## src/rtl/fspp_pkg.sv

```systemverilog
`timescale 1ns / 1ps
// Shared types and constants of the fading sprite particle pool.
// Used by the controller, the datapath and the top level; depends on nothing.
package fspp_pkg;

  // Default pool size.
  localparam int POOL_SLOTS_DEF = 16;

  // Field widths.
  localparam int COORD_W = 16;
  localparam int LIFE_W  = 10;
  localparam int ANG_W   = 10;
  localparam int RAD_W   = 20;
  localparam int ALPHA_W = 8;
  localparam int CFG_W   = 12;
  localparam int SLOT_W  = 4;

  // Stream word widths.
  localparam int IN_DATA_W  = 56;
  localparam int OUT_DATA_W = 144;

  // Corner coordinates per quad: four corners, x and y each.
  localparam int CORNER_N = 8;

  // Sequencer counter and last step of each multi-cycle phase.
  localparam int CNT_W = 5;
  localparam logic [CNT_W-1:0] DIV_LAST  = CNT_W'(RAD_W - 1);
  localparam logic [CNT_W-1:0] TRIG_LAST = CNT_W'(10);
  localparam logic [CNT_W-1:0] CORN_LAST = CNT_W'(CORNER_N - 1);

  localparam logic [CFG_W-1:0]   RADIUS_RST = CFG_W'(256);
  localparam logic [ALPHA_W-1:0] ALPHA_FULL = ALPHA_W'(255);

  // Datapath operations issued by the controller.
  typedef enum logic [2:0] {
    OP_NONE   = 3'd0,
    OP_ACCEPT = 3'd1,
    OP_DIV    = 3'd2,
    OP_SPAWN  = 3'd3,
    OP_UPDATE = 3'd4,
    OP_TRIG   = 3'd5,
    OP_CORNER = 3'd6,
    OP_MOVE   = 3'd7
  } dp_op_t;

  typedef struct packed {
    dp_op_t           op;
    logic [CNT_W-1:0] step;
    logic             last;
  } dp_cmd_t;

  typedef struct packed {
    logic cur_used;
    logic live;
  } dp_stat_t;

  // One stored particle.
  typedef struct packed {
    logic [LIFE_W-1:0]         life;
    logic [RAD_W-1:0]          radius;
    logic [RAD_W-1:0]          rstep;
    logic [ALPHA_W-1:0]        alpha;
    logic [ALPHA_W-1:0]        astep;
    logic signed [COORD_W-1:0] cx;
    logic signed [COORD_W-1:0] cy;
    logic [ANG_W-1:0]          angle;
  } slot_rec_t;

  // Quarter-wave argument: z = q * 64 with q folded into 0..256.
  function automatic logic [14:0] quarter_z(input logic [ANG_W-1:0] a);
    logic [8:0] qq;
    qq = a[8] ? (9'd256 - {1'b0, a[7:0]}) : {1'b0, a[7:0]};
    return {qq, 6'b0};
  endfunction

endpackage

```

## src/rtl/fspp_ram.sv

```systemverilog
`timescale 1ns / 1ps
// Generic simple dual-port RAM with one write port and a registered read.
// No dependencies.
module fspp_ram #(
  parameter int WIDTH  = 8,
  parameter int DEPTH  = 16,
  parameter int ADDR_W = (DEPTH > 1) ? $clog2(DEPTH) : 1
) (
  input  logic              clk,
  input  logic              we,
  input  logic [ADDR_W-1:0] waddr,
  input  logic [WIDTH-1:0]  wdata,
  input  logic [ADDR_W-1:0] raddr,
  output logic [WIDTH-1:0]  rdata
);

  logic [WIDTH-1:0] mem [DEPTH];

  // Write port and registered read port.
  always_ff @(posedge clk) begin
    if (we) begin
      mem[waddr] <= wdata;
    end
    rdata <= mem[raddr];
  end

endmodule

```

## src/rtl/fspp_dp.sv

```systemverilog
`timescale 1ns / 1ps
// Datapath of the particle pool: slot store, divider, shared multiplier,
// corner math and result registers. Depends on fspp_pkg and fspp_ram.
module fspp_dp import fspp_pkg::*; #(
  parameter int POOL_SLOTS = POOL_SLOTS_DEF,
  parameter int IDX_W      = (POOL_SLOTS > 1) ? $clog2(POOL_SLOTS) : 1
) (
  input  logic                  clk,
  input  logic                  rst,
  input  logic                  cfg_we,
  input  logic [CFG_W-1:0]      cfg_wdata,
  input  logic [IN_DATA_W-1:0]  in_data,
  input  dp_cmd_t               cmd,
  input  logic [IDX_W-1:0]      cmd_idx,
  output dp_stat_t              stat,
  output logic [OUT_DATA_W-1:0] out_data,
  output logic                  out_acc,
  output logic                  out_last
);

  localparam int REC_W = $bits(slot_rec_t);

  logic [CFG_W-1:0]   init_radius;
  logic               used [POOL_SLOTS];
  logic [IDX_W-1:0]   free_idx;
  logic               full;

  logic signed [COORD_W-1:0] in_cx, in_cy;
  logic [ANG_W-1:0]          in_ang;
  logic [RAD_W-1:0]          spawn_rad;

  logic [LIFE_W-1:0] div_d;
  logic [RAD_W-1:0]  div_qr, div_qa;
  logic [LIFE_W-1:0] rem_r, rem_a;
  logic [LIFE_W:0]   tr_r, tr_a;
  logic              ge_r, ge_a;

  logic              ram_we;
  logic [IDX_W-1:0]  ram_waddr;
  slot_rec_t         ram_wrec, rd, upd;

  logic [RAD_W-1:0]          w_rad;
  logic [ALPHA_W-1:0]        w_alpha;
  logic signed [COORD_W-1:0] w_cx, w_cy;
  logic [ANG_W-1:0]          w_ang;

  logic [ANG_W-1:0]   ang_c;
  logic [14:0]        zs, zc, z2;
  logic signed [20:0] mul_a;
  logic signed [16:0] mul_b, sin_v, s_now;
  logic signed [37:0] prod, acc_a, acc_b;
  logic [16:0]        p14, p15;

  logic [2:0]          ck;
  logic signed [37:0]  pa, pb, qa, qb, v, rnd;
  logic signed [17:0]  tot;
  logic signed [15:0]  ctr, sat_v;

  logic [SLOT_W-1:0]         pend_slot, out_slot;
  logic                      pend_acc;
  logic [ALPHA_W-1:0]        pend_alpha, out_alpha;
  logic signed [COORD_W-1:0] pend_c [CORNER_N];
  logic signed [COORD_W-1:0] out_c  [CORNER_N];

  // Radius register.
  always_ff @(posedge clk) begin
    if (rst) begin
      init_radius <= RADIUS_RST;
    end else if (cfg_we) begin
      init_radius <= cfg_wdata;
    end
  end

  // Lowest free slot.
  always_comb begin
    free_idx = '0;
    full     = 1'b1;
    for (int i = POOL_SLOTS - 1; i >= 0; i--) begin
      if (!used[i]) begin
        free_idx = IDX_W'(i);
        full     = 1'b0;
      end
    end
  end

  // Slot store.
  assign ram_we    = (cmd.op == OP_SPAWN && !full) || (cmd.op == OP_UPDATE);
  assign ram_waddr = (cmd.op == OP_SPAWN) ? free_idx : cmd_idx;

  always_comb begin
    if (cmd.op == OP_SPAWN) begin
      ram_wrec.life   = div_d;
      ram_wrec.radius = spawn_rad;
      ram_wrec.rstep  = div_qr;
      ram_wrec.alpha  = ALPHA_FULL;
      ram_wrec.astep  = div_qa[ALPHA_W-1:0];
      ram_wrec.cx     = in_cx;
      ram_wrec.cy     = in_cy;
      ram_wrec.angle  = in_ang;
    end else begin
      ram_wrec = upd;
    end
  end

  fspp_ram #(
    .WIDTH (REC_W),
    .DEPTH (POOL_SLOTS),
    .ADDR_W(IDX_W)
  ) u_ram (
    .clk  (clk),
    .we   (ram_we),
    .waddr(ram_waddr),
    .wdata(ram_wrec),
    .raddr(cmd_idx),
    .rdata(rd)
  );

  // Aging of the slot just read.
  always_comb begin
    upd        = rd;
    upd.life   = rd.life - 1'b1;
    upd.radius = (rd.radius > rd.rstep) ? (rd.radius - rd.rstep) : '0;
    upd.alpha  = (rd.alpha > rd.astep) ? (rd.alpha - rd.astep) : '0;
  end

  assign stat.cur_used = used[cmd_idx];
  assign stat.live     = (upd.life != '0);

  // Used flags.
  always_ff @(posedge clk) begin
    if (rst) begin
      for (int i = 0; i < POOL_SLOTS; i++) begin
        used[i] <= 1'b0;
      end
    end else if (cmd.op == OP_SPAWN && !full) begin
      used[free_idx] <= 1'b1;
    end else if (cmd.op == OP_UPDATE && !stat.live) begin
      used[cmd_idx] <= 1'b0;
    end
  end

  // Restoring divider step for both quotients.
  assign tr_r = {rem_r, div_qr[RAD_W-1]};
  assign tr_a = {rem_a, div_qa[RAD_W-1]};
  assign ge_r = (tr_r >= {1'b0, div_d});
  assign ge_a = (tr_a >= {1'b0, div_d});

  always_ff @(posedge clk) begin
    if (cmd.op == OP_ACCEPT) begin
      in_cx     <= in_data[15:0];
      in_cy     <= in_data[31:16];
      in_ang    <= in_data[51:42];
      div_d     <= (in_data[41:32] == '0) ? LIFE_W'(1) : in_data[41:32];
      spawn_rad <= {init_radius, 8'b0};
      div_qr    <= {init_radius, 8'b0};
      div_qa    <= RAD_W'(ALPHA_FULL);
      rem_r     <= '0;
      rem_a     <= '0;
    end else if (cmd.op == OP_DIV) begin
      rem_r  <= ge_r ? LIFE_W'(tr_r - {1'b0, div_d}) : tr_r[LIFE_W-1:0];
      rem_a  <= ge_a ? LIFE_W'(tr_a - {1'b0, div_d}) : tr_a[LIFE_W-1:0];
      div_qr <= {div_qr[RAD_W-2:0], ge_r};
      div_qa <= {div_qa[RAD_W-2:0], ge_a};
    end
  end

  // Working copy of the slot being drawn.
  always_ff @(posedge clk) begin
    if (cmd.op == OP_UPDATE) begin
      w_rad   <= upd.radius;
      w_alpha <= upd.alpha;
      w_cx    <= upd.cx;
      w_cy    <= upd.cy;
      w_ang   <= upd.angle;
    end
  end

  // Shared multiplier: sine, cosine, then radius times both.
  assign ang_c = w_ang + ANG_W'(256);
  assign zs    = quarter_z(w_ang);
  assign zc    = quarter_z(ang_c);
  assign p14   = prod[30:14];
  assign p15   = prod[31:15];

  always_comb begin
    mul_a = '0;
    mul_b = '0;
    s_now = w_ang[9] ? -$signed(p15) : $signed(p15);
    case (cmd.step)
      5'd0: begin mul_a = 21'(zs); mul_b = 17'(zs); end
      5'd1: begin mul_a = 21'(p14); mul_b = 17'sd2320; end
      5'd2: begin mul_a = 21'(z2); mul_b = 17'sd21024 - $signed(p14); end
      5'd3: begin mul_a = 21'(zs); mul_b = 17'sd51472 - $signed(p14); end
      5'd4: begin mul_a = 21'(zc); mul_b = 17'(zc); end
      5'd5: begin mul_a = 21'(p14); mul_b = 17'sd2320; end
      5'd6: begin mul_a = 21'(z2); mul_b = 17'sd21024 - $signed(p14); end
      5'd7: begin mul_a = 21'(zc); mul_b = 17'sd51472 - $signed(p14); end
      5'd8: begin
        mul_a = 21'(w_rad);
        mul_b = ang_c[9] ? -$signed(p15) : $signed(p15);
      end
      5'd9: begin mul_a = 21'(w_rad); mul_b = sin_v; end
      default: begin mul_a = '0; mul_b = '0; end
    endcase
  end

  always_ff @(posedge clk) begin
    if (cmd.op == OP_TRIG) begin
      prod <= mul_a * mul_b;
      if (cmd.step == 5'd1 || cmd.step == 5'd5) begin
        z2 <= p14[14:0];
      end
      if (cmd.step == 5'd4) begin
        sin_v <= s_now;
      end
      if (cmd.step == 5'd9) begin
        acc_a <= prod;
      end
      if (cmd.step == 5'd10) begin
        acc_b <= prod;
      end
    end
  end

  // One corner coordinate: rotate, round half up, add center, saturate.
  assign ck = cmd.step[2:0];
  always_comb begin
    pa    = ck[1] ? acc_a : -acc_a;
    pb    = ck[2] ? acc_b : -acc_b;
    qa    = ck[1] ? acc_b : -acc_b;
    qb    = ck[2] ? acc_a : -acc_a;
    v     = ck[0] ? (qa + qb) : (pa - pb);
    rnd   = (v + 38'sd2097152) >>> 22;
    ctr   = ck[0] ? w_cy : w_cx;
    tot   = 18'(rnd) + 18'(ctr);
    if (tot > 18'sd32767) begin
      sat_v = 16'sh7fff;
    end else if (tot < -18'sd32768) begin
      sat_v = 16'sh8000;
    end else begin
      sat_v = tot[15:0];
    end
  end

  // Pending result and output register.
  always_ff @(posedge clk) begin
    if (cmd.op == OP_SPAWN) begin
      pend_slot  <= full ? '0 : SLOT_W'(free_idx);
      pend_acc   <= !full;
      pend_alpha <= '0;
      for (int k = 0; k < CORNER_N; k++) begin
        pend_c[k] <= '0;
      end
    end else if (cmd.op == OP_CORNER) begin
      pend_slot  <= SLOT_W'(cmd_idx);
      pend_acc   <= 1'b1;
      pend_alpha <= w_alpha;
      pend_c[ck] <= sat_v;
    end
    if (cmd.op == OP_MOVE) begin
      out_slot  <= pend_slot;
      out_acc   <= pend_acc;
      out_alpha <= pend_alpha;
      out_last  <= cmd.last;
      for (int k = 0; k < CORNER_N; k++) begin
        out_c[k] <= pend_c[k];
      end
    end
  end

  // Pack the result word.
  always_comb begin
    out_data = '0;
    out_data[SLOT_W-1:0] = out_slot;
    for (int k = 0; k < CORNER_N; k++) begin
      out_data[SLOT_W + COORD_W*k +: COORD_W] = out_c[k];
    end
    out_data[SLOT_W + COORD_W*CORNER_N +: ALPHA_W] = out_alpha;
  end

endmodule

```

## config.mk

```make
export PLATFORM = sky130hd
export DESIGN_NAME = fspp_dp
export DESIGN_NICKNAME = d
export VERILOG_FILES = /design/src/rtl/fspp_pkg.sv /design/src/rtl/fspp_ram.sv /design/src/rtl/fspp_dp.sv
export SDC_FILE = /design/constraint.sdc
export NUM_CORES = 2
export LEC_CHECK = 0
export ABC_AREA = 0
export BUFFER_PORTS_ARGS = -buffer_cell sky130_fd_sc_hd__buf_2
export CAP_MARGIN = 20
export CORE_UTILIZATION = 45
export CTS_BUF_LIST = sky130_fd_sc_hd__clkbuf_16
export CTS_CLUSTER_SIZE = 14
export DETAILED_ROUTE_END_ITERATION = 8
export GPL_TIMING_DRIVEN = 0
export PLACE_DENSITY_LB_ADDON = 0.2
export SKIP_CTS_REPAIR_TIMING = 1
export SYNTH_ARGS = -nofsm -noshare
export SYNTH_HDL_FRONTEND = slang
export SYNTH_SLANG_ARGS = --single-unit
```

## constraint.sdc

```tcl
create_clock -name clk -period 10.1 [get_ports clk]
set_clock_uncertainty 0.15 [all_clocks]
set_input_delay 1.01 -clock clk [delete_from_list [all_inputs] [get_ports clk]]
set_output_delay 1.01 -clock clk [all_outputs]
set_load 0.02 [all_outputs]
```

==> run summary <==
====================================================================================
Hold Crit Class                                                         input port to register
Die Span Y                                                                    500 um
Nature of the critical path startpoint                                    input port
Floorplan core area                                                       246000 um2
Register-to-register setup slack                                             0.36 ns
Ports                                                                            232
Capturing instance or port of the critical path                         prod[37]$_DFFE_PN_
Most frequent cells in the layout                                       sky130_fd_sc_hd__edfxtp_1, sky130_fd_sc_hd__nor2_1, sky130_fd_sc_hd__nand2_1, sky130_fd_sc_hd__mux4_2, sky130_fd_sc_hd__inv_1
Worst r2r path cells                                                              36
Worst vdd rail ir drop                                                      0.189 mV
Number of synthesized flops with an enable pin                                  2311
Cell with the largest stage delay on the worst path                     sky130_fd_sc_hd__fa_1
Routed Antenna Nets                                                                0
Mean instance size in the synthesized netlist                               16.2 um2
Source-to-sink clock delay at the later pin of the worst-skew pair           0.90 ns
Maximum fanout along the worst path                                               11
Number of remaining DRC errors                                                     0
Count of filler cells inserted in the layout                                   19940
Routed wire per std cell                                                     27.1 um
Count of pins over their slew limit                                                0
First-pass GRT wire length                                                 439000 um
Least-Margin Pin Slew                                                        1.23 ns
Reg2Reg Launch Point                                                    prod[15]$_DFFE_PN_
Smallest setup slack after layout                                           0.301 ns
Area of the die                                                           250000 um2
Starting Density                                                               0.453
Power density normalized to cell area                                     186 nW/um2
Max Clock Freq                                                             0.102 GHz
Antenna violations before repair                                                  12
Placed wire-length estimate after detailed placement                       214000 um
Drt total wl                                                               302000 um
Critical Path Source                                                          cmd[1]
CP dominant cell by count                                               sky130_fd_sc_hd__inv_1
Area of the mapped netlist                                                112000 um2
TritonRoute pass-1 iters                                                           8
Number of clock buffers inserted by TritonCTS                                    276
Worst slack, placed                                                         -2.27 ns
Worst Path Class, Setup                                                 input port to register
Final period demand of the worst path                                        9.80 ns
Number of hold violations in the final report                                      0
CTS Root Cell                                                           sky130_fd_sc_hd__clkbuf_16
Most common cell after layout, fill and taps aside                      sky130_fd_sc_hd__edfxtp_1
Routed via count divided by cell count                                          5.69
Number of input and output port buffers inserted                                 216
Clk slew on worst S/H paths                                                  0.06 ns
Total number of placement rows                                                   182
Fraction of the yosys area taken by sequential cells                           0.653
Setup-failing EPs final                                                            0
Arr. time, crit path                                                        10.24 ns
Synthesized netlist cell count                                                  6909
RePlAce Congestion                                                             0.894
Largest net degree at the start of global routing                                 71
Vias                                                                           63434
Longest Clk Path Bufs                                                              4
Yosys warnings                                                                     0
P&R area growth vs syn                                                         15.7%
Most used flip-flop cell after synthesis                                sky130_fd_sc_hd__edfxtp_1
Required time at the endpoint of the critical path                          10.54 ns
Clock tree from TritonCTS                                                       done
Vias in the first global route                                                 64334
Post-route clock period utilization                                            0.970
FF+latch count, synth                                                           2487
Net count reported at finish                                                    8277
Cell variety after synth                                                          95
Max-cap violation count                                                            0
Detailed router's first-iteration violation count                               6673
Clk sink count                                                                  2487
Die width                                                                     500 um
Summed negative setup slack over all endpoints                                  0 ns
Setup repair after global routing missed its margin                            false
Total power consumption of the routed design                                 24.0 mW
Capturing element type of the critical path                                 register
Final core utilization                                                         0.525
Critical path's largest stage delay                                          0.52 ns
Proportion of synthesized flip-flops having asynchronous set or reset              0
Run status                                                              complete, no violations
H-tree lvl count                                                                   5
P_leak                                                                       46.3 nW
Sum of overflow across all layers after global routing                             0
Headroom to the max-slew limit                                                 0.179
GRT Resource Usage Total                                                       0.242
Capturing point of the worst reg2reg path                               prod[37]$_DFFE_PN_
Fraction of final layout cells sized beyond drive strength 1                   0.189
====================================================================================
[critical path, delay by kind of cell]
kind / cells / cell delay (ns)
xor+xnor: 2 / 0.19
simple gates: 3 / 0.40
buf+inv: 11 / 1.62
fa+ha+maj: 8 / 3.58
compound gates: 16 / 3.42
[final cells by class]
| cell class | count | area (um2) | share of cell area |
|---|---|---|---|
| Sequential cell | 2487 | 72900 | 0.564 |
| Clock inverter | 195 | 1300 | 0.0101 |
| Buffer | 295 | 1200 | 0.00931 |
| Tap cell | 3312 | 4140 | 0.0321 |
| Multi-Input combinational cell | 3677 | 36100 | 0.280 |
| Clock buffer | 283 | 7080 | 0.0548 |
| Antenna cell | 2 | 5.00 | 0.0000387 |
| Timing Repair Buffer | 446 | 4770 | 0.0369 |
| Inverter | 449 | 1690 | 0.0131 |
[through the flow]
stage          cells  hold slack (ns)  cell area (um2)
2_1_floorplan   6912            0.250           112000
3_3_place_gp   10440            0.251           117000
4_1_cts        11121           0.0542           129000
6_report       11146            0.114           129000
5_1_grt        11145           0.0755           129000
3_5_place_dp   10643            0.255           120000
[power breakdown]
group	total [mW]	switching (mW)	internal, mW
Sequential	11.9	0.135	11.8
Clock	9.42	3.96	5.47
Combinational	2.71	1.77	0.944
Total	24.0	5.86	18.2
[Yosys cell counts, types with 76 or more instances]
library cell / count / share of area
sky130_fd_sc_hd__a21oi_1: 157 / 0.0070
sky130_fd_sc_hd__xor2_1: 148 / 0.012
sky130_fd_sc_hd__o21ai_0: 131 / 0.0059
sky130_fd_sc_hd__xnor2_1: 160 / 0.013
sky130_fd_sc_hd__edfxtp_1: 2311 / 0.62
sky130_fd_sc_hd__nand2_1: 561 / 0.019
sky130_fd_sc_hd__fa_1: 274 / 0.049
sky130_fd_sc_hd__nor2_1: 589 / 0.020
sky130_fd_sc_hd__dfxtp_1: 176 / 0.032
sky130_fd_sc_hd__inv_1: 447 / 0.015
sky130_fd_sc_hd__mux4_2: 545 / 0.11
sky130_fd_sc_hd__clkbuf_1: 219 / 0.0074
sky130_fd_sc_hd__nor3_1: 76 / 0.0034
sky130_fd_sc_hd__ha_1: 287 / 0.032
[worst min path at each step]
| stage | from | end | slack, ns | depth (start not counted) |
|---|---|---|---|---|
| final | in_data[10] | in_cx[10]$_DFFE_PP_ | 0.11 | 1 |
| after global routing | in_data[14] | in_cx[14]$_DFFE_PP_ | 0.08 | 1 |
| after CTS | in_data[10] | in_cx[10]$_DFFE_PP_ | 0.05 | 1 |
| after detailed placement | pend_c[2][5]$_SDFFCE_PN0P_ | out_c[0][37]$_DFFE_PN_ | 0.25 | 0 |
| after global placement | pend_c[0][4]$_SDFFCE_PN0P_ | out_c[0][4]$_DFFE_PN_ | 0.25 | 0 |
| after floorplan | pend_acc$_SDFFCE_PN1P_ | out_acc$_DFFE_PN_ | 0.25 | 0 |
[flip-flops by register name, summed over array words and instances (netlist names), 17 cells and up]
register	count
acc_b	38
acc_a	38
div_qr	20
pend_c	128
sin_v	17
u_ram.mem	1728
u_ram.rdata	108
out_c	128
prod	38
w_rad	20
div_qa	20
[layer usage]
metal	GRT usage	routed length, um
met2	0.407	149000
met5	0	22
met3	0.0385	20500
met4	0.0650	7980
met1	0.327	124000
[cells by family after synthesis]
| kind of cell | synth area share |
|---|---|
| other | 0.0000336 |
| DFF | 0.653 |
| and+or+nand+nor | 0.0616 |
| xor gates and xnor gates | 0.0242 |
| adders and majority gates | 0.0813 |
| muxes | 0.115 |
| buffers and inverters | 0.0258 |
| AOI/OAI and AO/OA | 0.0393 |
No activity file was read; power rests on OpenSTA's default activity.
