**src/rtl/fspp_pkg.sv**
```systemverilog
`timescale 1ns / 1ps
// Shared types and constants of the fading sprite particle pool.
// Used by the controller, the datapath and the top level; depends on nothing.
package fspp_pkg;

  // Default pool size.
  localparam int POOL_SLOTS_DEF = 16;

  // Field widths.
  localparam int COORD_W = 16;
  localparam int LIFE_W  = 10;
  localparam int ANG_W   = 10;
  localparam int RAD_W   = 20;
  localparam int ALPHA_W = 8;
  localparam int CFG_W   = 12;
  localparam int SLOT_W  = 4;

  // Stream word widths.
  localparam int IN_DATA_W  = 56;
  localparam int OUT_DATA_W = 144;

  // Corner coordinates per quad: four corners, x and y each.
  localparam int CORNER_N = 8;

  // Sequencer counter and last step of each multi-cycle phase.
  localparam int CNT_W = 5;
  localparam logic [CNT_W-1:0] DIV_LAST  = CNT_W'(RAD_W - 1);
  localparam logic [CNT_W-1:0] TRIG_LAST = CNT_W'(10);
  localparam logic [CNT_W-1:0] CORN_LAST = CNT_W'(CORNER_N - 1);

  localparam logic [CFG_W-1:0]   RADIUS_RST = CFG_W'(256);
  localparam logic [ALPHA_W-1:0] ALPHA_FULL = ALPHA_W'(255);

  // Datapath operations issued by the controller.
  typedef enum logic [2:0] {
    OP_NONE   = 3'd0,
    OP_ACCEPT = 3'd1,
    OP_DIV    = 3'd2,
    OP_SPAWN  = 3'd3,
    OP_UPDATE = 3'd4,
    OP_TRIG   = 3'd5,
    OP_CORNER = 3'd6,
    OP_MOVE   = 3'd7
  } dp_op_t;

  typedef struct packed {
    dp_op_t           op;
    logic [CNT_W-1:0] step;
    logic             last;
  } dp_cmd_t;

  typedef struct packed {
    logic cur_used;
    logic live;
  } dp_stat_t;

  // One stored particle.
  typedef struct packed {
    logic [LIFE_W-1:0]         life;
    logic [RAD_W-1:0]          radius;
    logic [RAD_W-1:0]          rstep;
    logic [ALPHA_W-1:0]        alpha;
    logic [ALPHA_W-1:0]        astep;
    logic signed [COORD_W-1:0] cx;
    logic signed [COORD_W-1:0] cy;
    logic [ANG_W-1:0]          angle;
  } slot_rec_t;

  // Quarter-wave argument: z = q * 64 with q folded into 0..256.
  function automatic logic [14:0] quarter_z(input logic [ANG_W-1:0] a);
    logic [8:0] qq;
    qq = a[8] ? (9'd256 - {1'b0, a[7:0]}) : {1'b0, a[7:0]};
    return {qq, 6'b0};
  endfunction

endpackage

```
**src/rtl/fspp_ctrl.sv**
```systemverilog
`timescale 1ns / 1ps
// Controller of the particle pool: sequences spawn, tick and result hand-off.
// Depends on fspp_pkg.
module fspp_ctrl import fspp_pkg::*; #(
  parameter int POOL_SLOTS = POOL_SLOTS_DEF,
  parameter int IDX_W      = (POOL_SLOTS > 1) ? $clog2(POOL_SLOTS) : 1
) (
  input  logic             clk,
  input  logic             rst,
  input  logic             s_tvalid,
  output logic             s_tready,
  input  logic             s_tuser,
  output logic             m_tvalid,
  input  logic             m_tready,
  input  dp_stat_t         stat,
  output dp_cmd_t          cmd,
  output logic [IDX_W-1:0] cmd_idx
);

  typedef enum logic [8:0] {
    ST_IDLE  = 9'b000000001,
    ST_DIV   = 9'b000000010,
    ST_SPAWN = 9'b000000100,
    ST_RD    = 9'b000001000,
    ST_UPD   = 9'b000010000,
    ST_TRIG  = 9'b000100000,
    ST_WAITP = 9'b001000000,
    ST_CORN  = 9'b010000000,
    ST_FLUSH = 9'b100000000
  } state_t;

  state_t           state, state_next;
  logic [CNT_W-1:0] cnt, cnt_next;
  logic [IDX_W-1:0] idx, idx_next;
  logic             pend_valid, pend_next;
  logic             out_valid, out_next;
  logic             out_free, last_slot;

  assign out_free  = !out_valid || m_tready;
  assign last_slot = (idx == IDX_W'(POOL_SLOTS - 1));
  assign s_tready  = (state == ST_IDLE);
  assign m_tvalid  = out_valid;
  assign cmd_idx   = idx;

  // Next-state and command logic.
  always_comb begin
    state_next = state;
    cnt_next   = cnt;
    idx_next   = idx;
    pend_next  = pend_valid;
    out_next   = out_valid && !m_tready;
    cmd.op     = OP_NONE;
    cmd.step   = cnt;
    cmd.last   = 1'b0;
    case (state)
      ST_IDLE: begin
        if (s_tvalid) begin
          cmd.op     = OP_ACCEPT;
          cnt_next   = '0;
          idx_next   = '0;
          state_next = s_tuser ? ST_RD : ST_DIV;
        end
      end
      ST_DIV: begin
        cmd.op = OP_DIV;
        if (cnt == DIV_LAST) begin
          state_next = ST_SPAWN;
        end else begin
          cnt_next = cnt + 1'b1;
        end
      end
      ST_SPAWN: begin
        cmd.op     = OP_SPAWN;
        pend_next  = 1'b1;
        state_next = ST_FLUSH;
      end
      ST_RD: begin
        if (stat.cur_used) begin
          state_next = ST_UPD;
        end else if (last_slot) begin
          state_next = ST_FLUSH;
        end else begin
          idx_next = idx + 1'b1;
        end
      end
      ST_UPD: begin
        cmd.op = OP_UPDATE;
        if (stat.live) begin
          cnt_next   = '0;
          state_next = ST_TRIG;
        end else if (last_slot) begin
          state_next = ST_FLUSH;
        end else begin
          idx_next   = idx + 1'b1;
          state_next = ST_RD;
        end
      end
      ST_TRIG: begin
        cmd.op = OP_TRIG;
        if (cnt == TRIG_LAST) begin
          state_next = ST_WAITP;
        end else begin
          cnt_next = cnt + 1'b1;
        end
      end
      ST_WAITP: begin
        if (!pend_valid) begin
          cnt_next   = '0;
          state_next = ST_CORN;
        end else if (out_free) begin
          cmd.op     = OP_MOVE;
          out_next   = 1'b1;
          pend_next  = 1'b0;
          cnt_next   = '0;
          state_next = ST_CORN;
        end
      end
      ST_CORN: begin
        cmd.op = OP_CORNER;
        if (cnt == CORN_LAST) begin
          pend_next = 1'b1;
          if (last_slot) begin
            state_next = ST_FLUSH;
          end else begin
            idx_next   = idx + 1'b1;
            state_next = ST_RD;
          end
        end else begin
          cnt_next = cnt + 1'b1;
        end
      end
      ST_FLUSH: begin
        if (!pend_valid) begin
          state_next = ST_IDLE;
        end else if (out_free) begin
          cmd.op     = OP_MOVE;
          cmd.last   = 1'b1;
          out_next   = 1'b1;
          pend_next  = 1'b0;
          state_next = ST_IDLE;
        end
      end
      default: begin
        state_next = ST_IDLE;
      end
    endcase
  end

  // Control registers.
  always_ff @(posedge clk) begin
    if (rst) begin
      state      <= ST_IDLE;
      cnt        <= '0;
      idx        <= '0;
      pend_valid <= 1'b0;
      out_valid  <= 1'b0;
    end else begin
      state      <= state_next;
      cnt        <= cnt_next;
      idx        <= idx_next;
      pend_valid <= pend_next;
      out_valid  <= out_next;
    end
  end

endmodule

```
**config.mk**
```make
export PLATFORM = sky130hd
export DESIGN_NAME = fspp_ctrl
export DESIGN_NICKNAME = d
export VERILOG_FILES = /design/src/rtl/fspp_pkg.sv /design/src/rtl/fspp_ctrl.sv
export SDC_FILE = /design/constraint.sdc
export NUM_CORES = 1
export LEC_CHECK = 0
export ABC_AREA = 0
export BUFFER_PORTS_ARGS = -buffer_cell sky130_fd_sc_hd__buf_2
export CAP_MARGIN = 5
export CORE_MARGIN = 10
export CORE_UTILIZATION = 40
export DETAILED_ROUTE_END_ITERATION = 10
export GPL_TIMING_DRIVEN = 0
export PLACE_DENSITY = 0.69
export SLEW_MARGIN = 20
export SYNTH_ARGS = -nofsm -noshare
export SYNTH_HDL_FRONTEND = slang
export SYNTH_SLANG_ARGS = --single-unit
```
**constraint.sdc**
```tcl
create_clock -name clk -period 5.2 [get_ports clk]
set_input_delay 0.52 -clock clk [delete_from_list [all_inputs] [get_ports clk]]
set_output_delay 0.52 -clock clk [all_outputs]
set_load 0.02 [all_outputs]
```
==> impl_table.tex, run 1 <==
\begin{tabular}{lr}
\hline
Metric & Value \\
\hline
\multicolumn{2}{l}{\textbf{Clock network}} \\
\quad CTS resizes & 0 \\
\quad Count of clock tree sinks & 20 \\
\quad Post-CTS Setup Repair Bufs & 0 \\
\quad Clock root buffer master & clkbuf\_8 \\
\quad H-tree levels & 1 \\
\quad Clock network latency to the later pin of the worst-skew pair & between 200 and 300 ps \\
\quad Count of hold buffers inserted by post-cts repair & 0 \\
\quad CTS tree & done \\
\quad TritonCTS buffer count & 3 \\
\quad Longest Clk Path Bufs & 2 \\
\quad Clock-pin transition on the worst setup and hold timing paths & roughly 70 ps \\
\multicolumn{2}{l}{\textbf{Detailed routing}} \\
\quad Top routing layer in use & met4 \\
\quad DRT met1 WL & 2110 um \\
\quad Routed len/inst & 16.81 um \\
\quad First-iteration detailed-routing DRC count & between 150 and 200 \\
\quad Antenna violation net count after detailed routing & 0 \\
\quad Routed vias/inst & between 6 and 7 \\
\quad First-pass iteration count of the detailed router & 4 \\
\quad Detail Route met2 WL & 2091 um \\
\quad Vias after detailed routing & around 1700 \\
\quad Post-detailed-routing wire length & around 4600 um \\
\quad Met3 wire length & approximately 340 um \\
\quad DRC violations left & 0 \\
\multicolumn{2}{l}{\textbf{Place}} \\
\quad Total of buffers placed on input and output ports & 21 \\
\quad Final HPWL from detailed placement & $\sim$3500 um \\
\quad Final weighted congestion in routability-driven placement & slightly below 1 \\
\quad Placed cells & 272 \\
\multicolumn{2}{l}{\textbf{Pwr}} \\
\quad Portion of total power attributed to the clock network & 0.206 \\
\quad Gate power share & 0.451 \\
\quad Sw power & approximately 0.18 mW \\
\quad Internal Power & 0.3000 mW \\
\quad Proportion of total power due to net switching & 0.3735 \\
\quad Total power divided by cell area & between 200 and 300 nW/um\^{}2 \\
\quad Sequential group share of total power & 0.343 \\
\quad Worst supply voltage drop on vdd & between 150 and 200 uV \\
\quad Cell leakage power & 0.6498 nW \\
\multicolumn{2}{l}{\textbf{Floorplan}} \\
\quad DIE WIDTH & 84.45 um \\
\quad Initial standard-cell utilization of the core & 0.4154 \\
\quad Die outline area & between 7000 and 8000 um\^{}2 \\
\quad Placeable Area & 4000 um\^{}2 \\
\quad Number of rows in the core area & 23 \\
\quad Die Ht & approximately 84 um \\
\quad Boundary Pins & 22 \\
\multicolumn{2}{l}{\textbf{Worst setup path}} \\
\quad Launch point of the worst reg-to-reg path & state[5] \\
\quad CP Buf/Inv Count & 3 \\
\quad Worst R2R Path Depth & 6 \\
\quad CP max stage delay & around 520 ps \\
\quad Critical-path cell list & buf\_6 > or4\_4 > buf\_6 > nor4\_1 > nand3\_1 > o41ai\_1 > buf\_2 \\
\quad Critical path launch point type & flop \\
\quad Cell with the biggest individual delay on the critical path & or4\_4 \\
\quad Terminus of the critical flop-to-flop path & cnt[4] \\
\quad Critical setup path kind & reg -> out \\
\quad Data arrival time at the worst-slack endpoint & $\sim$2300 ps \\
\quad FF-to-FF setup slack & between 2000 and 3000 ps \\
\quad Most used cell along the critical path & buf\_6 \\
\quad CP Max Fanout & 10 \\
\quad CP endpoint kind & primary output \\
\quad Critical path's top delay family & simple AND/OR/NAND/NOR gates \\
\quad Data required time at the worst endpoint & 4680 ps \\
\multicolumn{2}{l}{\textbf{Logic synthesis}} \\
\quad Number of library cell types mapped by synthesis & 67 \\
\quad Synthesized area per cell & around 8.3 um\^{}2 \\
\quad Top FF cell, synth & dfxtp\_1 \\
\quad Post-synthesis sequential area ratio & 0.2410 \\
\quad Share of synthesized flip-flops with an asynchronous set or reset & 0 \\
\quad Number of flops mapped to enable cells by yosys & 0 \\
\quad Synthesized instance count & 201 \\
\quad Cell area after synthesis & $\sim$1700 um\^{}2 \\
\quad Post-synthesis sequential element count & 20 \\
\quad Synth warnings & 0 \\
\quad Syn\_nets & 211 \\
\multicolumn{2}{l}{\textbf{Global route}} \\
\quad Via count of the first global-routing pass & around 1600 \\
\quad Total global routing overflow & 0 \\
\quad Initial antenna violation count & 0 \\
\quad First-pass GRT wire length & slightly below 8000 um \\
\quad Pin count of the biggest net entering global routing & 11 \\
\quad Total routing usage reported by global routing & 0.1251 \\
\multicolumn{2}{l}{\textbf{Finish}} \\
\quad Most common cell after layout, fill and taps aside & buf\_2 \\
\quad Ratio of cells with drive above 1 in the final layout & 0.2311 \\
\quad Final Instance Count excl. Fillers & 275 \\
\quad Number of diodes added for antenna fixing & 0 \\
\quad Most frequent cells in the layout & buf\_2, dfxtp\_1, nand3\_1 \\
\quad Area grow syn2layout & 12.58\% \\
\quad Final layout net count & around 240 \\
\multicolumn{2}{l}{\textbf{STA}} \\
\quad Number of hold violations in the final report & 0 \\
\quad Final Max Tran Viols & 0 \\
\quad Share of the clock period used by the worst path & 0.5508 \\
\quad Fin Setup TNS & 0 ps \\
\quad Slew headroom & 0.4780 \\
\quad Tmin final & between 2000 and 3000 ps \\
\quad RSZ-0062 raised after global routing & false \\
\quad Slew at the pin with the worst max-slew slack & just under 800 ps \\
\quad Clock Skew & about 2.8 ps \\
\quad Maximum clock frequency & 0.3491 GHz \\
\quad Final setup viols & 0 \\
\multicolumn{2}{l}{\textbf{Status}} \\
\quad Outcome & finished clean \\
\multicolumn{2}{l}{\textbf{Min path}} \\
\quad Hold/Removal Path Class & reg -> reg \\
\quad Worst-case hold path end point & cmd\_idx[1] \\
\quad HP Start & cmd\_idx[1] \\
\quad Cells on Worst Hold Path & 2 \\
\multicolumn{2}{l}{\textbf{Job}} \\
\quad Max-cap viol count & 0 \\
\hline
\end{tabular}
[flip-flops by register name, indices dropped and copies added (netlist names)]
signal,count
m_tvalid,1
cmd_idx,4
state,9
pend_valid,1
cnt,5
[worst register-to-register path: stages (launching register included)]
cell,delay (ps)
dfxtp_1,360
or3_1,370
buf_2,180
or4_1,580
a32oi_1,430
and2_1,220
a311oi_2,90
[cells by family (layout without fill, tap and decap cells)]
kind of cell / after synthesis / in the layout / synth area share
AO/OA/AOI/OAI: 48 / 48 / 0.2071
XOR/XNOR: 5 / 5 / 0.02636
adder cells (fa/ha/maj): 3 / 3 / 0.02259
buffers and inverters: 22 / 46 / 0.06701
flip-flops: 20 / 20 / 0.2410
multiplexers: 2 / 2 / 0.01205
AND/OR/NAND/NOR: 101 / 101 / 0.4240
[worst max path at each step]
stage,end,start,cells past startpoint
3_3_place_gp,cmd[8],state[0],7
4_1_cts,cmd[8],state[0],7
3_5_place_dp,cmd[8],state[0],7
6_report,cmd[8],state[0],7
2_1_floorplan,cmd[8],state[0],4
5_1_grt,cmd[8],state[2],7
[metrics by stage]
step | util | hold WS, ps | setup WS (ps) | total power [mW] | instance area (um^2)
after global placement | 0.4573 | 497.2 | 2613 | 0.3816 | 1829
final | 0.4676 | 519.1 | 2336 | 0.4789 | 1871
after detailed placement | 0.4573 | 510.9 | 2626 | 0.3799 | 1829
after floorplan | - | 475.0 | 2802 | 0.3318 | 1662
after global routing | 0.4676 | 549.3 | 2236 | 0.5083 | 1871
after CTS | 0.4676 | 523.0 | 2333 | 0.4806 | 1871
[cell usage after synthesis (4+ instances only)]
| cell | n | share of area |
|---|---|---|
| nor3_1 | 9 | 0.027 |
| nor4_1 | 11 | 0.041 |
| o21ai_0 | 8 | 0.024 |
| nand3_1 | 12 | 0.036 |
| nand2_1 | 8 | 0.018 |
| clkbuf_1 | 4 | 0.0090 |
| inv_1 | 6 | 0.014 |
| nand2b_1 | 8 | 0.030 |
| a21oi_1 | 6 | 0.018 |
| or3_1 | 6 | 0.023 |
| nor3b_1 | 4 | 0.018 |
| nor2_1 | 6 | 0.014 |
| or4b_2 | 4 | 0.024 |
| dfxtp_1 | 20 | 0.24 |
| buf_2 | 4 | 0.012 |
[area by class of cell]
cell class / instances / area, um^2
repair buffers: 21 / 105.1
clock buffers: 3 / 41.29
flip-flops and latches: 20 / 400.4
inverters: 7 / 26.28
fillers: 395 / 2130
plain buffers: 15 / 85.08
well taps: 50 / 62.56
multi-input cells: 159 / 1150
[metal layers]
| metal | GRT usage | vias up |
|---|---|---|
| met3 | 0.01739 | 7 |
| met1 | 0.1700 | 814 |
| met4 | 0.04641 | 0 |
| li1 | - | 839 |
| met5 | 0 | - |
| met2 | 0.1936 | 65 |
[power by group through the flow]
stage	Clock (mW)	Sequential [mW]	Combinational, mW
4_1_cts	0.103	0.164	0.213
2_1_floorplan	0	0.168	0.164
3_3_place_gp	0	0.168	0.214
6_report	0.0985	0.164	0.216
3_5_place_dp	0	0.168	0.212
5_1_grt	0.111	0.165	0.232
Note: power is estimated with default switching activity, not from simulation.
==> inputs of run 2 (changes only) <==
Settings changed: PLACE_DENSITY 0.69 to 0.71.
Clock period 5.2 ns to 2.4 ns, I/O delays scaled along.
==> run 2 against run 1 <==
Clock power rose to 2.7 times the previous value. Non-clock buffer count up 3. Count of clock-buffer cells in the layout is 1 higher. Critical path depth unchanged. Clock skew up 1.5 ps. Design area grew 6.0%. First-iteration DRC count shrank 2.1%. Die area unchanged. Worst hold slack worse by 270 ps. Critical endpoint is now cmd[6]. Highest routed layer unchanged.
==> impl_table.tex, run 2 (synthesis results as in run 1) <==
\begin{tabular}{lr}
\hline
Metric & Value \\
\hline
\multicolumn{2}{l}{\textbf{Status}} \\
\quad Outcome & finished clean \\
\multicolumn{2}{l}{\textbf{Detailed routing}} \\
\quad DRC violations left & 0 \\
\quad First-iteration detailed-routing DRC count & between 150 and 200 \\
\quad First-pass iteration count of the detailed router & 5 \\
\quad Routed vias/inst & 6.355 \\
\quad Routed len/inst & between 15 and 20 um \\
\quad Post-detailed-routing wire length & 4869 um \\
\quad Vias after detailed routing & between 1500 and 2000 \\
\quad Antenna violation net count after detailed routing & 0 \\
\multicolumn{2}{l}{\textbf{Place}} \\
\quad Worst-case setup slack after placement & approximately 15 ps \\
\quad Total of buffers placed on input and output ports & 21 \\
\quad Area after detailed placement & between 1500 and 2000 um\^{}2 \\
\quad Final HPWL from detailed placement & roughly 3600 um \\
\quad Final weighted congestion in routability-driven placement & slightly below 1 \\
\multicolumn{2}{l}{\textbf{Finish}} \\
\quad Final Instance Area & between 1500 and 2000 um\^{}2 \\
\quad Max FFs per register & 9 \\
\quad Final layout net count & 240 \\
\quad Register bank with the most flops & state \\
\quad Ratio of cells with drive above 1 in the final layout & 0.2882 \\
\quad Most common cell after layout, fill and taps aside & buf\_2 \\
\quad Most frequent cells in the layout & buf\_2, dfxtp\_1, nand3\_1 \\
\quad Area grow syn2layout & 19.35\% \\
\quad Number of diodes added for antenna fixing & 0 \\
\quad Finished Core Util & 0.4958 \\
\multicolumn{2}{l}{\textbf{Pwr}} \\
\quad Gate power share & 0.457 \\
\quad Worst supply voltage drop on vdd & 370.5 uV \\
\quad Sw power & about 0.42 mW \\
\quad Proportion of total power due to net switching & 0.3701 \\
\quad Total power divided by cell area & between 500 and 600 nW/um\^{}2 \\
\quad PnR Total Power & 1.142 mW \\
\quad Sequential group share of total power & 0.313 \\
\quad Internal Power & approximately 0.7 mW \\
\quad Portion of total power attributed to the clock network & 0.230 \\
\quad Cell leakage power & around 0.70 nW \\
\multicolumn{2}{l}{\textbf{Floorplan}} \\
\quad Die Ht & approximately 84 um \\
\quad Number of rows in the core area & 23 \\
\quad Boundary Pins & 22 \\
\quad Die outline area & between 7000 and 8000 um\^{}2 \\
\quad DIE WIDTH & 84.45 um \\
\quad Initial standard-cell utilization of the core & 0.4154 \\
\quad Placeable Area & 4000 um\^{}2 \\
\multicolumn{2}{l}{\textbf{Clock network}} \\
\quad Longest Clk Path Bufs & 2 \\
\quad Clock root buffer master & clkbuf\_8 \\
\quad Count of clock tree sinks & 20 \\
\quad TritonCTS buffer count & 3 \\
\quad Count of hold buffers inserted by post-cts repair & 0 \\
\quad H-tree levels & 1 \\
\quad CTS tree & done \\
\quad Clock-pin transition on the worst setup and hold timing paths & roughly 80 ps \\
\quad Clock network latency to the later pin of the worst-skew pair & roughly 260 ps \\
\multicolumn{2}{l}{\textbf{STA}} \\
\quad Slew headroom & 0.6233 \\
\quad Final setup viols & 0 \\
\quad Maximum clock frequency & roughly 0.43 GHz \\
\quad Smallest setup slack after layout & approximately 80 ps \\
\quad Share of the clock period used by the worst path & 0.9660 \\
\quad Number of hold violations in the final report & 0 \\
\quad Clock Skew & 4.294 ps \\
\quad Tmin final & about 2300 ps \\
\quad Slew at the pin with the worst max-slew slack & roughly 560 ps \\
\quad Final Max Tran Viols & 0 \\
\multicolumn{2}{l}{\textbf{Min path}} \\
\quad Hold/Removal Path Class & in -> reg \\
\multicolumn{2}{l}{\textbf{Global route}} \\
\quad Initial antenna violation count & 0 \\
\quad Pin count of the biggest net entering global routing & 12 \\
\quad Total routing usage reported by global routing & 0.1300 \\
\quad Total global routing overflow & 0 \\
\quad First-pass GRT wire length & 7997 um \\
\quad Via count of the first global-routing pass & 1658 \\
\multicolumn{2}{l}{\textbf{Worst setup path}} \\
\quad CP Max Fanout & 10 \\
\quad Launch point of the worst reg-to-reg path & state[8] \\
\quad Data required time at the worst endpoint & 2160 ps \\
\quad End point of the critical path & cmd[6] \\
\quad Terminus of the critical flop-to-flop path & state[0] \\
\quad Critical setup path kind & reg -> out \\
\quad FF-to-FF setup slack & approximately 120 ps \\
\quad Data arrival time at the worst-slack endpoint & approximately 2100 ps \\
\quad Worst R2R Path Depth & 6 \\
\quad CP endpoint kind & primary output \\
\quad Critical path startpoint & state[3] \\
\quad Critical path launch point type & flop \\
\multicolumn{2}{l}{\textbf{Job}} \\
\quad Max-cap viol count & 0 \\
\hline
\end{tabular}
==> run 2: worst min-delay path by stage <==
stage,start,end,depth (start not counted)
global route,stat[1],state[4],3
global placement,cnt[1],cnt[1],2
CTS,stat[1],state[4],3
detailed placement,cnt[1],cnt[1],2
floorplan,stat[1],state[4],2
finish,stat[1],state[4],3
==> run 2: what timing repair did <==
item	in CTS	in global routing
buffers inserted	1	3
setup endpoints to repair	3	9
resized for setup	3	15
pin swaps	2	3
hold endpoints to repair	0	0
==> run 2: cell type report <==
| type | instances | area, um^2 |
|---|---|---|
| clock buffer | 4 | 55.05 |
| buffer | 14 | 93.84 |
| fill | 383 | 2017 |
| multi-input combinational | 159 | 1201 |
| inverter | 7 | 28.78 |
| sequential | 20 | 401.6 |
| tap | 50 | 62.56 |
| timing repair buffer | 25 | 140.1 |
==> run 2: metrics by stage <==
stage          TNS (ps)  hold slack, ps  instances
6_report              0           253.5        279
3_5_place_dp          0           508.4        272
5_1_grt         -0.5038           263.0        279
3_3_place_gp          0           496.4        272
4_1_cts               0           244.0        277
2_1_floorplan         0           360.1        201
==> run 2: critical path: stages, from the launching register on <==
cell,delay (ps)
dfxtp_1,330
clkbuf_4,180
or4b_4,510
or3_4,380
inv_4,90
a21oi_1,70
nand3_1,110
buf_4,160
==> run 2: power by group through the flow <==
stage	combinational (mW)	clock [mW]	sequential [mW]
final	0.522	0.262	0.358
after global routing	0.560	0.288	0.359
after CTS	0.467	0.268	0.356
after detailed placement	0.461	0	0.364
after global placement	0.463	0	0.363
after floorplan	0.355	0	0.364
==> run 2: metal layers <==
layer	global-route usage	vias to the layer above	share of wire
met5	0	-	0
met4	0.05539	0	0.017
met3	0.02995	11	0.071
met2	0.1964	80	0.46
met1	0.1714	836	0.45
li1	-	846	-
